`config.mk`:
```
export PLATFORM = sky130hd
export DESIGN_NAME = ultrasonic_presence_ranger
export DESIGN_NICKNAME = d
export VERILOG_FILES = /design/src/rtl/core/upr_pkg.sv /design/src/rtl/core/upr_ranger.sv /design/src/rtl/core/ultrasonic_presence_ranger.sv
export SDC_FILE = /design/constraint.sdc
export NUM_CORES = 1
export LEC_CHECK = 0
export ABC_CLOCK_PERIOD_IN_PS = 6150
export BUFFER_PORTS_ARGS = -buffer_cell sky130_fd_sc_hd__buf_2
export CAP_MARGIN = 15
export CORE_ASPECT_RATIO = 0.7
export CORE_MARGIN = 3
export CORE_UTILIZATION = 44
export DETAILED_ROUTE_END_ITERATION = 8
export PLACE_DENSITY = 0.62
export SLEW_MARGIN = 20
export SYNTH_ARGS = -nofsm -noshare
export SYNTH_HDL_FRONTEND = slang
export SYNTH_SLANG_ARGS = --single-unit
```
`constraint.sdc`:
```
create_clock -name aclk -period 6.15 [get_ports aclk]
set_input_delay 0.3075 -clock aclk [delete_from_list [all_inputs] [get_ports aclk]]
set_output_delay 0.3075 -clock aclk [all_outputs]
set_load 0.01 [all_outputs]
```
`src/rtl/core/upr_pkg.sv`:
```
package upr_pkg;

    // Counter width shared by the tick counter and the echo width counter
    localparam int TIME_BITS       = 24;
    localparam int TRIG_LOW_TICKS  = 2;
    localparam int TRIG_HIGH_TICKS = 10;
    localparam int CM_DIVISOR      = 58;
    localparam int REM_BITS        = $clog2(CM_DIVISOR);

    localparam longint unsigned TIME_MAX_L = (64'd1 << TIME_BITS) - 64'd1;
    localparam int QUOT_BITS = $clog2(TIME_MAX_L / CM_DIVISOR + 1);

    // Configuration register widths and indexes
    localparam int TIMER_CFG_BITS = 24;
    localparam int DIST_BITS      = 16;
    localparam int CFG_ADDR_BITS  = 3;
    localparam int CFG_DATA_BITS  = 24;

    localparam logic [CFG_ADDR_BITS-1:0] REG_ECHO_TIMEOUT  = 3'd0;
    localparam logic [CFG_ADDR_BITS-1:0] REG_WINDOW_MIN    = 3'd1;
    localparam logic [CFG_ADDR_BITS-1:0] REG_WINDOW_MAX    = 3'd2;
    localparam logic [CFG_ADDR_BITS-1:0] REG_CONFIRM_DELAY = 3'd3;
    localparam logic [CFG_ADDR_BITS-1:0] REG_HOLD_OFF      = 3'd4;

    localparam logic [TIMER_CFG_BITS-1:0] ECHO_TIMEOUT_RST  = 24'd2000000;
    localparam logic [DIST_BITS-1:0]      WINDOW_MIN_RST    = 16'd2;
    localparam logic [DIST_BITS-1:0]      WINDOW_MAX_RST    = 16'd50;
    localparam logic [TIMER_CFG_BITS-1:0] CONFIRM_DELAY_RST = 24'd500000;
    localparam logic [TIMER_CFG_BITS-1:0] HOLD_OFF_RST      = 24'd5000000;

    // Stream widths
    localparam int IN_DATA_BITS  = 8;
    localparam int OUT_DATA_BITS = 24;

    typedef logic [TIME_BITS-1:0] time_t;

    typedef struct packed {
        logic [TIMER_CFG_BITS-1:0] echo_timeout_us;
        logic [DIST_BITS-1:0]      window_min_cm;
        logic [DIST_BITS-1:0]      window_max_cm;
        logic [TIMER_CFG_BITS-1:0] confirm_delay_us;
        logic [TIMER_CFG_BITS-1:0] hold_off_us;
    } cfg_t;

    typedef struct packed {
        logic                 presence;
        logic [DIST_BITS-1:0] distance_cm;
        logic                 timed_out;
        logic                 reading_done;
        logic                 trigger_level;
    } result_t;

    typedef enum logic [5:0] {
        PH_TRIG_LOW  = 6'b000001,
        PH_TRIG_HIGH = 6'b000010,
        PH_WAIT_RISE = 6'b000100,
        PH_MEASURE   = 6'b001000,
        PH_CONFIRM   = 6'b010000,
        PH_HOLD      = 6'b100000
    } phase_t;

    // Limit a threshold to the largest count the tick counter can hold
    function automatic time_t clip_time(input logic [31:0] v);
        time_t r;
        if (64'(v) > TIME_MAX_L) begin
            r = '1;
        end else begin
            r = v[TIME_BITS-1:0];
        end
        return r;
    endfunction

    // Saturating increment of a tick count
    function automatic time_t sat_inc(input time_t v);
        time_t r;
        if (v == '1) begin
            r = v;
        end else begin
            r = v + 1'b1;
        end
        return r;
    endfunction

endpackage

```
`src/rtl/core/upr_ranger.sv`:
```
module upr_ranger (
    input  logic            aclk,
    input  logic            aresetn,
    input  logic            step,
    input  logic            echo_level,
    input  upr_pkg::cfg_t    cfg,
    output upr_pkg::result_t result
);
    import upr_pkg::*;

    phase_t                phase_reg, phase_next;
    time_t                 ticks_reg, ticks_next;
    time_t                 width_reg, width_next;
    logic [QUOT_BITS-1:0]  quot_reg, quot_next;
    logic [REM_BITS-1:0]   rem_reg, rem_next;
    logic                  confirming_reg, confirming_next;
    logic [DIST_BITS-1:0]  last_dist_reg, last_dist_next;

    // Advance the ranging sequence by one tick
    always_comb begin
        time_t                ticks_inc;
        time_t                limit;
        logic                 judge_en;
        logic                 near;
        logic [DIST_BITS-1:0] dist_cm;

        ticks_inc       = sat_inc(ticks_reg);
        limit           = '0;
        judge_en        = 1'b0;
        near            = 1'b0;
        dist_cm         = '0;
        phase_next      = phase_reg;
        ticks_next      = ticks_reg;
        width_next      = width_reg;
        quot_next       = quot_reg;
        rem_next        = rem_reg;
        confirming_next = confirming_reg;
        last_dist_next  = last_dist_reg;
        result          = '0;

        case (phase_reg)
            PH_TRIG_LOW: begin
                ticks_next = ticks_inc;
                if (ticks_inc >= clip_time(32'(TRIG_LOW_TICKS))) begin
                    phase_next = PH_TRIG_HIGH;
                    ticks_next = '0;
                end
            end
            PH_TRIG_HIGH: begin
                result.trigger_level = 1'b1;
                ticks_next = ticks_inc;
                if (ticks_inc >= clip_time(32'(TRIG_HIGH_TICKS))) begin
                    phase_next = PH_WAIT_RISE;
                    ticks_next = '0;
                end
            end
            PH_WAIT_RISE: begin
                if (echo_level) begin
                    // Start the echo count at one tick: quotient 0, remainder 1
                    width_next = time_t'(1);
                    quot_next  = '0;
                    rem_next   = REM_BITS'(1);
                    phase_next = PH_MEASURE;
                    ticks_next = '0;
                end else begin
                    ticks_next = ticks_inc;
                    if (ticks_inc >= clip_time(32'(cfg.echo_timeout_us))) begin
                        result.reading_done = 1'b1;
                        result.timed_out    = 1'b1;
                        last_dist_next      = '0;
                        judge_en            = 1'b1;
                        near                = 1'b0;
                    end
                end
            end
            PH_MEASURE: begin
                if (echo_level) begin
                    // Keep a running quotient and remainder by the divisor
                    if (width_reg != '1) begin
                        width_next = width_reg + 1'b1;
                        if (rem_reg == REM_BITS'(CM_DIVISOR - 1)) begin
                            rem_next  = '0;
                            quot_next = quot_reg + 1'b1;
                        end else begin
                            rem_next = rem_reg + 1'b1;
                        end
                    end
                end else begin
                    if (32'(quot_reg) > 32'(16'hFFFF)) begin
                        dist_cm = '1;
                    end else begin
                        dist_cm = DIST_BITS'(quot_reg);
                    end
                    last_dist_next      = dist_cm;
                    result.reading_done = 1'b1;
                    judge_en            = 1'b1;
                    near = (dist_cm > cfg.window_min_cm) && (dist_cm < cfg.window_max_cm);
                end
            end
            PH_CONFIRM, PH_HOLD: begin
                if (phase_reg == PH_CONFIRM) begin
                    limit = clip_time(32'(cfg.confirm_delay_us));
                end else begin
                    limit = clip_time(32'(cfg.hold_off_us));
                end
                ticks_next = ticks_inc;
                if (ticks_inc >= limit) begin
                    phase_next = PH_TRIG_LOW;
                    ticks_next = '0;
                end
            end
            default: begin
                // Restart the cycle in trigger low with one tick already counted
                phase_next = PH_TRIG_LOW;
                ticks_next = time_t'(1);
            end
        endcase

        // Decide what follows a finished reading
        if (judge_en) begin
            ticks_next = '0;
            if (!confirming_reg) begin
                confirming_next = near;
                phase_next      = near ? PH_CONFIRM : PH_TRIG_LOW;
            end else begin
                confirming_next = 1'b0;
                result.presence = near;
                phase_next      = near ? PH_HOLD : PH_TRIG_LOW;
            end
        end

        result.distance_cm = last_dist_next;
    end

    // Hold state until a tick is processed
    always_ff @(posedge aclk) begin
        if (!aresetn) begin
            phase_reg      <= PH_TRIG_LOW;
            ticks_reg      <= '0;
            width_reg      <= '0;
            quot_reg       <= '0;
            rem_reg        <= '0;
            confirming_reg <= 1'b0;
            last_dist_reg  <= '0;
        end else if (step) begin
            phase_reg      <= phase_next;
            ticks_reg      <= ticks_next;
            width_reg      <= width_next;
            quot_reg       <= quot_next;
            rem_reg        <= rem_next;
            confirming_reg <= confirming_next;
            last_dist_reg  <= last_dist_next;
        end
    end

endmodule

```
`src/rtl/core/ultrasonic_presence_ranger.sv`:
```
// Ultrasonic presence ranger: drives the trigger of an ultrasonic sensor and
// measures the echo, one input transaction per microsecond tick.
// s_ channel: one transaction per tick carrying the sampled echo level.
// m_ channel: exactly one transaction per input tick with the trigger level to
// drive, a reading-done pulse, a timeout flag, the last distance in cm and a
// presence pulse when two successive readings fall inside the window.
// Configuration: cfg_we writes cfg_wdata into register cfg_addr (0 echo
// timeout, 1 window min, 2 window max, 3 confirm delay, 4 hold-off); other
// addresses are ignored. Write only while the block is idle.
// Flow: an accepted tick waits in the input register and is processed into the
// result register once that register is free or its result is being taken.
// Throughput: one tick per cycle while m_tready stays high, through the state
// update between the input register and the result register.
// Reset (aresetn low, synchronous) returns the sequence to trigger low, clears
// the reading state and loads the register defaults.
// When m_tready is low the result register holds and the input register still
// takes one more tick; s_tready then drops until the result is taken.
module ultrasonic_presence_ranger (
    input  logic                                 aclk,
    input  logic                                 aresetn,
    // Configuration write port
    input  logic                                 cfg_we,
    input  logic [upr_pkg::CFG_ADDR_BITS-1:0]    cfg_addr,
    input  logic [upr_pkg::CFG_DATA_BITS-1:0]    cfg_wdata,
    // Input ticks
    input  logic                                 s_tvalid,
    output logic                                 s_tready,
    input  logic [upr_pkg::IN_DATA_BITS-1:0]     s_tdata,   // [0] echo_level
    // Results
    output logic                                 m_tvalid,
    input  logic                                 m_tready,
    // [0] trigger_level, [1] reading_done, [2] timed_out, [18:3] distance_cm,
    // [19] presence, [23:20] zero
    output logic [upr_pkg::OUT_DATA_BITS-1:0]    m_tdata
);
    import upr_pkg::*;

    cfg_t    cfg_reg;
    result_t result;
    logic    in_valid_reg;
    logic    in_echo_reg;
    logic    out_valid_reg;
    logic [OUT_DATA_BITS-1:0] out_data_reg;
    logic    advance;

    // Configuration registers
    always_ff @(posedge aclk) begin
        if (!aresetn) begin
            cfg_reg.echo_timeout_us  <= ECHO_TIMEOUT_RST;
            cfg_reg.window_min_cm    <= WINDOW_MIN_RST;
            cfg_reg.window_max_cm    <= WINDOW_MAX_RST;
            cfg_reg.confirm_delay_us <= CONFIRM_DELAY_RST;
            cfg_reg.hold_off_us      <= HOLD_OFF_RST;
        end else if (cfg_we) begin
            case (cfg_addr)
                REG_ECHO_TIMEOUT:  cfg_reg.echo_timeout_us  <= cfg_wdata[TIMER_CFG_BITS-1:0];
                REG_WINDOW_MIN:    cfg_reg.window_min_cm    <= cfg_wdata[DIST_BITS-1:0];
                REG_WINDOW_MAX:    cfg_reg.window_max_cm    <= cfg_wdata[DIST_BITS-1:0];
                REG_CONFIRM_DELAY: cfg_reg.confirm_delay_us <= cfg_wdata[TIMER_CFG_BITS-1:0];
                REG_HOLD_OFF:      cfg_reg.hold_off_us      <= cfg_wdata[TIMER_CFG_BITS-1:0];
                default: ;
            endcase
        end
    end

    // Process the held tick when the result register is free
    assign advance  = in_valid_reg && (!out_valid_reg || m_tready);
    assign s_tready = !in_valid_reg || advance;

    // Input register
    always_ff @(posedge aclk) begin
        if (!aresetn) begin
            in_valid_reg <= 1'b0;
        end else if (s_tvalid && s_tready) begin
            in_valid_reg <= 1'b1;
        end else if (advance) begin
            in_valid_reg <= 1'b0;
        end
    end

    always_ff @(posedge aclk) begin
        if (s_tvalid && s_tready) begin
            in_echo_reg <= s_tdata[0];
        end
    end

    upr_ranger u_ranger (
        .aclk       (aclk),
        .aresetn    (aresetn),
        .step       (advance),
        .echo_level (in_echo_reg),
        .cfg        (cfg_reg),
        .result     (result)
    );

    // Result register
    always_ff @(posedge aclk) begin
        if (!aresetn) begin
            out_valid_reg <= 1'b0;
        end else if (advance) begin
            out_valid_reg <= 1'b1;
        end else if (m_tready) begin
            out_valid_reg <= 1'b0;
        end
    end

    always_ff @(posedge aclk) begin
        if (advance) begin
            out_data_reg <= OUT_DATA_BITS'(result);
        end
    end

    assign m_tvalid = out_valid_reg;
    assign m_tdata  = out_data_reg;

endmodule

```
==> results of run 1 <==
[cells in the final DEF, fill, tap and decap left out, types with 12 or more instances in the layout]
| master | Yosys | routed |
|---|---|---|
| xor2_1 | 43 | 43 |
| o2bb2ai_1 | 15 | 15 |
| o211ai_1 | 19 | 19 |
| a21oi_1 | 113 | 113 |
| and3_1 | 21 | 21 |
| ha_1 | 84 | 84 |
| nor2_1 | 92 | 92 |
| a21o_1 | 17 | 17 |
| xnor2_1 | 20 | 20 |
| inv_1 | 83 | 82 |
| mux2i_1 | 28 | 28 |
| nor3_1 | 17 | 17 |
| buf_2 | 7 | 54 |
| nand3_1 | 55 | 54 |
| dfxtp_1 | 202 | 202 |
| edfxtp_1 | 21 | 21 |
| clkbuf_16 | 0 | 25 |
| nand2_1 | 305 | 305 |
| buf_4 | 11 | 12 |
| o2111ai_1 | 13 | 13 |
| o21ai_0 | 48 | 47 |
| a31oi_1 | 14 | 14 |
| nand4_1 | 32 | 32 |
[cell usage after synthesis (3+ instances only)]
cell       number  area (um2)
a31oi_1        14       87.58
ha_1           84        1051
inv_1          83       311.6
and4_1         10       87.58
a311oi_1        4       35.03
o31ai_1         5       37.54
o21a_1          4       30.03
nand4_1        32       200.2
o2bb2ai_1      15       131.4
a21oi_1       113       565.5
mux2i_1        28       280.3
a21o_1         17       127.6
nor4_1          9       56.30
nand3_1        55       275.3
buf_2           7       35.03
o211ai_1       19       142.6
or3_1          11       68.82
nand2b_1        5       31.28
a211oi_1        7       52.55
or2_2           4       25.02
nand2_1       305        1145
nor2b_1         7       43.79
xor2_1         43       376.6
buf_1           4       15.01
xnor2_1        20       175.2
dfxtp_1       202        4044
o2111ai_1      13       113.9
nor3_1         17       85.08
a32o_1          4       40.04
clkbuf_1       62       232.7
nor2_1         92       345.3
and3_1         21       131.4
and2_1         10       62.56
nand3b_1        3       22.52
o21ai_0        48       240.2
buf_4          11       82.58
edfxtp_1       21       630.6
o211a_1         3       30.03
mux2_2          3       33.78
[routing by layer]
metal	wire [um]	vias to the layer above	GRT usage, %	share of wire, %
li1	-	5097	-	-
met1	16930	4848	34.29	53
met2	12290	252	30.41	39
met3	2105	37	4.143	6.6
met4	498	2	4.627	1.6
met5	8	-	0	0.025
[through the flow]
step	utilization, %	instance area (um2)
2_1_floorplan	-	11890
3_3_place_gp	47.17	12320
3_5_place_dp	47.17	12320
4_1_cts	50.84	13280
5_1_grt	50.86	13280
6_report	50.86	13280
[how the worst min path moves through the flow]
stage / cells after the start / start / endpoint
global placement: 2 / cfg_reg[0]$_SDFFE_PN0P_ / cfg_reg[0]$_SDFFE_PN0P_
CTS: 3 / cfg_wdata[18] / cfg_reg[42]$_SDFFE_PN1P_
global route: 3 / cfg_wdata[16] / cfg_reg[16]$_SDFFE_PN0P_
detailed placement: 1 / u_ranger.last_dist_reg[13]$_SDFFE_PN0P_ / u_ranger.last_dist_reg[13]$_SDFFE_PN0P_
finish: 3 / cfg_wdata[16] / cfg_reg[40]$_SDFFE_PN1P_
floorplan: 0 / s_tdata[0] / in_echo_reg$_DFFE_PP_
[worst min-delay path, cell delays in order]
cell and delay [ns]:
buf_2 0.10, nand2_1 0.05, nand3_1 0.06
[final cells by class]
cell class                 instances  area [um2]
fill                            2550       12830
multi-input combinational       1068        6531
sequential                       223        4674
clock buffer                      33       685.7
tap                              357       446.7
timing repair buffer              68       380.4
inverter                          83       311.5
clock inverter                    11       252.7
[report_power, final]
group	switching, mW	internal, mW
sequential	0.0144	1.49
clock	0.610	1.11
combinational	0.145	0.0607
total	0.769	2.67
[cell families (layout without fill, tap and decap cells)]
family | Yosys count | count (layout) | synth area share [%]
buffers and inverters | 168 | 195 | 5.795
AOI/OAI and AO/OA | 292 | 292 | 15.95
and+or+nand+nor | 594 | 594 | 22.71
adders and majority gates | 84 | 84 | 8.851
muxes | 31 | 31 | 2.645
other | 1 | 4 | 0.03158
xor gates and xnor gates | 63 | 63 | 4.647
DFF | 223 | 223 | 39.37
[timing repair]
item	CTS	global route
hold buffers	2	0
endpoints found under the setup margin	0	0
hold endpoints to repair	2	0
==> metrics.cfg, run 1 <==
[run_status]
status = complete, no violations

[sta]
clock_skew_ns = 0.008401
slew_headroom_pct = 23.44
rsz0062_at_grt = no
post-route-period-util_pct = 87.30
setup_violations = 0
fin_hold_ws_ns = 0.02272
fin_crit_ns = 5.369
maxSlewViolCount = 0
fmax_mhz = 186.3
hold_viol = 0
fin_setup_tns_ns = 0
timing.final.ws_setup_ns = 0.7810
tightestPinTransition_ns = 1.145

[finish]
final_layout_size_suffix_gt1_share_pct = 8.210
largest_reg_flops = 104
fin_cells = 1843
final_nets = 1592
diodes = 0
syn2layout_area_growth_pct = 11.86

[critical_path]
critPathBufInv = 1
crit_path_max_fanout = 15
cp.arrival_ns = 5.77
worst_setup_path_start_kind = flip-flop
path_cells = nand4_1 > nor2_1 > nand3_1 > and3_1 > xor2_1 > ha_1 > a211oi_1 > and3_1 > o21ai_0 > a221oi_1 > o31ai_1 > nor2_1 > buf_4 > o211ai_2 > o21ai_0
cpPeakStageDelay_ns = 0.86
path_delay_family = simple AND/OR/NAND/NOR gates
path_class = flip-flop to flip-flop
regToRegEndpoint = u_ranger.ticks_reg[6]$_SDFFE_PN0P_
reg2reg_depth = 15
cp_slowest_cell = nor2_1
timing.rr.start = u_ranger.ticks_reg[17]$_SDFFE_PN0P_
path_depth = 15
cp-startpoint = u_ranger.ticks_reg[17]$_SDFFE_PN0P_
rrSetupSlack_ns = 0.78
end_kind = flip-flop
crit_end = u_ranger.ticks_reg[6]$_SDFFE_PN0P_
cp.required_ns = 6.55

[clock_network]
tritoncts = yes
ctsRootBufferMaster = clkbuf_16
numCtsBuffers = 24
clk_pin_slew_ns = 0.06
cts_setup_buffers = 0
worstSkewPairLatency_ns = 0.53
numClockSinks = 223
cts.repair.resized = 0
clock_path_buffers = 3
cts.htree.levels = 1

[floorplan]
rows = 49
core_um2 = 26120
initial_core_util_pct = 45.46
num_io_pins = 66
die_x_um = 202.3
die_height_um = 143.4
dieArea_um2 = 29020

[routing]
ant_nets = 0
drt-initial-drc-count = 755
first_pass_iters = 5
routed_via_density = 5.554
drc = 0
vias = 10240
post_drt_wl_per_cell_um = 17.28
wirelength_mm = 31.84

[power]
power_leakage_nw = 5.558
power_mw = 3.435
p_per_area_nw_per_um2 = 258.6
peakVddDrop_v = 0.0002298

[global_routing]
grt_overflow = 0
grtUsageTotal_pct = 21.74
antenna_found_initial = 1
grt_start_max_net_pins = 84
grt_pass1_vias = 9567
grt_pass1_wl_mm = 51.58

[synth]
synth_edf_count = 21
netlist_area_um2 = 11870
ys.flop_type = dfxtp_1
ys_seq_elements = 223
yosys_warnings = 0
yosysUniqueCellTypes = 71
avgSynthCellArea_um2 = 8.155
async_flop_share_pct = 0
synth_cells = 1456
ys_seq_area_share_pct = 39.37

[placed_design]
dp_slack_ns = 1.033
place_congestion = 0.9193
place_hpwl_mm = 22.53
numPortBuffers = 54
dp.cells = 1797

[worst_hold_path]
hp-class = input pin to flip-flop

[run]
cap_viol_max_count = 0

(Power assumes the default switching activity.)
==> run 2: changes to the inputs <==
--- a/config.mk
+++ b/config.mk
@@ -12,6 +12,7 @@
 export CORE_MARGIN = 3
 export CORE_UTILIZATION = 44
 export DETAILED_ROUTE_END_ITERATION = 8
+export HOLD_SLACK_MARGIN = 0.15
 export PLACE_DENSITY = 0.62
 export SLEW_MARGIN = 20
 export SYNTH_ARGS = -nofsm -noshare
==> run 2 against run 1 <==
Compared with the run above: fmax down 0.49%; via count grew 1.4%; non-clock buffer count is 25 higher; sequential power is essentially flat; first-iteration DRC count shrank 3.8%; worst setup slack got worse by 0.027 ns; critical endpoint is now u_ranger.phase_reg[0]$_SDFFE_PN1P_; highest routed layer is now met4.
==> metrics.cfg, run 2 (synthesis results as in run 1) <==
[critical_path]
cp_slowest_cell = o31ai_1  ; was nor2_1
path_cells = nand4_1 > nor2_1 > nand3_1 > and3_1 > xor2_1 > ha_1 > a211oi_1 > and3_1 > o21ai_0 > a221oi_1 > o31ai_1 > nor2_1 > buf_4 > o31ai_1 > o311ai_0  ; was nand4_1 > nor2_1 > nand3_1 > and3_1 > xor2_1 > ha_1 > a211oi_1 > and3_1 > o21ai_0 > a221oi_1 > o31ai_1 > nor2_1 > buf_4 > o211ai_2 > o21ai_0
cp.required_ns = 6.51  ; was 6.55 ns
cpPeakStageDelay_ns = 0.86  ; about the same
cp-startpoint = u_ranger.ticks_reg[17]$_SDFFE_PN0P_  ; unchanged
path_class = flip-flop to flip-flop  ; unchanged
timing.rr.start = u_ranger.ticks_reg[17]$_SDFFE_PN0P_  ; unchanged
critPathBufInv = 1  ; unchanged
end_kind = flip-flop  ; unchanged
crit_path_max_fanout = 15  ; unchanged
worst_setup_path_start_kind = flip-flop  ; unchanged
path_delay_family = simple AND/OR/NAND/NOR gates  ; unchanged
cp.arrival_ns = 5.76  ; was 5.77 ns

[run]
cap_viol_max_count = 0  ; unchanged

[sta]
fmax_mhz = 185.3  ; was 186.3 MHz
hold_viol = 0  ; unchanged
fin_setup_tns_ns = 0  ; unchanged
clock_skew_ns = 0.007563  ; was 0.008401 ns
setup_violations = 0  ; unchanged
slew_headroom_pct = 24.70  ; was 23.44%
fin_crit_ns = 5.396  ; was 5.369 ns
tightestPinTransition_ns = 1.126  ; was 1.145 ns
post-route-period-util_pct = 87.73  ; was 87.30%
maxSlewViolCount = 0  ; unchanged
fin_hold_ws_ns = 0.3530  ; was 0.02272 ns
rsz0062_at_grt = no  ; unchanged

[finish]
regArea_um2 = 4674  ; unchanged
diodes = 0  ; unchanged
multi_input_area_um2 = 6531  ; unchanged
most-common-layout-cells = nand2_1, dfxtp_1, a21oi_1, nor2_1, ha_1  ; unchanged
syn2layout_area_growth_pct = 13.97  ; was 11.86%
final_common_cell = nand2_1  ; unchanged
final_nets = 1617  ; was 1592
final_layout_size_suffix_gt1_share_pct = 8.074  ; was 8.210%
largest_reg_flops = 104  ; unchanged
fill_cells = 2519  ; was 2550

[routing]
routed_via_density = 5.555  ; was 5.554
post_drt_wl_per_cell_um = 17.13  ; was 17.28 um
drt-initial-drc-count = 726  ; was 755
ant_nets = 0  ; unchanged
wirelength_mm = 32.00  ; was 31.84 mm
first_pass_iters = 5  ; unchanged
vias = 10380  ; was 10240
drc = 0  ; unchanged

[worst_hold_path]
hp-class = input pin to flip-flop  ; unchanged
min_from = cfg_addr[1]  ; was cfg_wdata[16]

[global_routing]
grt_start_max_net_pins = 84  ; unchanged
grt_pass1_wl_mm = 52.02  ; was 51.58 mm
grt_overflow = 0  ; unchanged
grtUsageTotal_pct = 21.89  ; was 21.74%
antenna_found_initial = 0  ; was 1
grt_pass1_vias = 9691  ; was 9567

[floorplan]
die_height_um = 143.4  ; unchanged
dieArea_um2 = 29020  ; unchanged
num_io_pins = 66  ; unchanged
rows = 49  ; unchanged
core_um2 = 26120  ; unchanged
initial_core_util_pct = 45.46  ; unchanged
die_x_um = 202.3  ; unchanged

[clock_network]
numClockSinks = 223  ; unchanged
tritoncts = yes  ; unchanged
clock_path_buffers = 3  ; unchanged
cts.repair.resized = 0  ; unchanged
ctsRootBufferMaster = clkbuf_16  ; unchanged
numCtsBuffers = 24  ; unchanged
cts.htree.levels = 1  ; unchanged
clk_pin_slew_ns = 0.06  ; about the same
worstSkewPairLatency_ns = 0.53  ; about the same

[power]
peakVddDrop_v = 0.0002304  ; was 0.0002298 V
p_per_area_nw_per_um2 = 254.6  ; was 258.6 nW/um2
power_leakage_nw = 5.662  ; was 5.558 nW

[placed_design]
place_hpwl_mm = 22.53  ; unchanged
place_congestion = 0.9193  ; unchanged
numPortBuffers = 54  ; unchanged

[run_status]
status = complete, no violations  ; unchanged

==> run 2: metal layers <==
metal	share of wire (%)	global-route usage, %	wire length (um)
met5	0	0	0
met4	1.5	4.517	491
met3	7.1	4.075	2259
met2	39	30.99	12600
met1	52	34.34	16650
==> run 2: cell type report <==
class | instances | area share [%]
repair buffers | 93 | 4.660
clock buffers | 33 | 5.067
well taps | 357 | 3.301
multi-input cells | 1068 | 48.26
flip-flops and latches | 223 | 34.54
inverters | 83 | 2.302
clock inverters | 11 | 1.868
==> run 2: worst paths after layout <==
| path | slack [ns] | depth (start not counted) | endpoint |
|---|---|---|---|
| setup / recovery | 0.75 | 15 | u_ranger.phase_reg[0]$_SDFFE_PN1P_ |
| hold / removal | 0.35 | 5 | cfg_reg[73]$_SDFFE_PN0P_ |
| setup reg to reg | 0.75 | 15 | u_ranger.phase_reg[0]$_SDFFE_PN1P_ |
| hold reg to reg | 0.45 | 2 | cfg_reg[17]$_SDFFE_PN0P_ |
==> run 2: metrics by stage <==
step | setup WS [ns] | utilization, % | power (mW) | cell area, um2 | cells
after CTS | 0.9869 | 51.80 | 3.469 | 13530 | 1868
after floorplan | 2.243 | - | 1.673 | 11890 | 1459
after global placement | 1.048 | 47.17 | 1.735 | 12320 | 1797
after detailed placement | 1.033 | 47.17 | 1.738 | 12320 | 1797
final | 0.7545 | 51.82 | 3.445 | 13530 | 1868
after global routing | 0.3050 | 51.82 | 3.557 | 13530 | 1868
==> run 2: timing repair <==
item                                   in CTS  in global routing
endpoints found under the hold margin     107                  0
hold buffers                               27                  0
buffers inserted                            0                  0
==> run 2: worst register-to-register path: cells and delay by family (launching register included) <==
kind | cells | cell delay (ns)
AO/OA/AOI/OAI | 6 | 1.51
adder cells (fa/ha/maj) | 1 | 0.28
AND/OR/NAND/NOR | 6 | 2.14
buffers and inverters | 1 | 0.25
flip-flops | 1 | 0.52
XOR/XNOR | 1 | 0.52
==> run 2: power by group <==
part,internal [mW],switching [mW]
Combinational,0.0710,0.147
Sequential,1.49,0.0143
Clock,1.11,0.608
Total,2.68,0.770
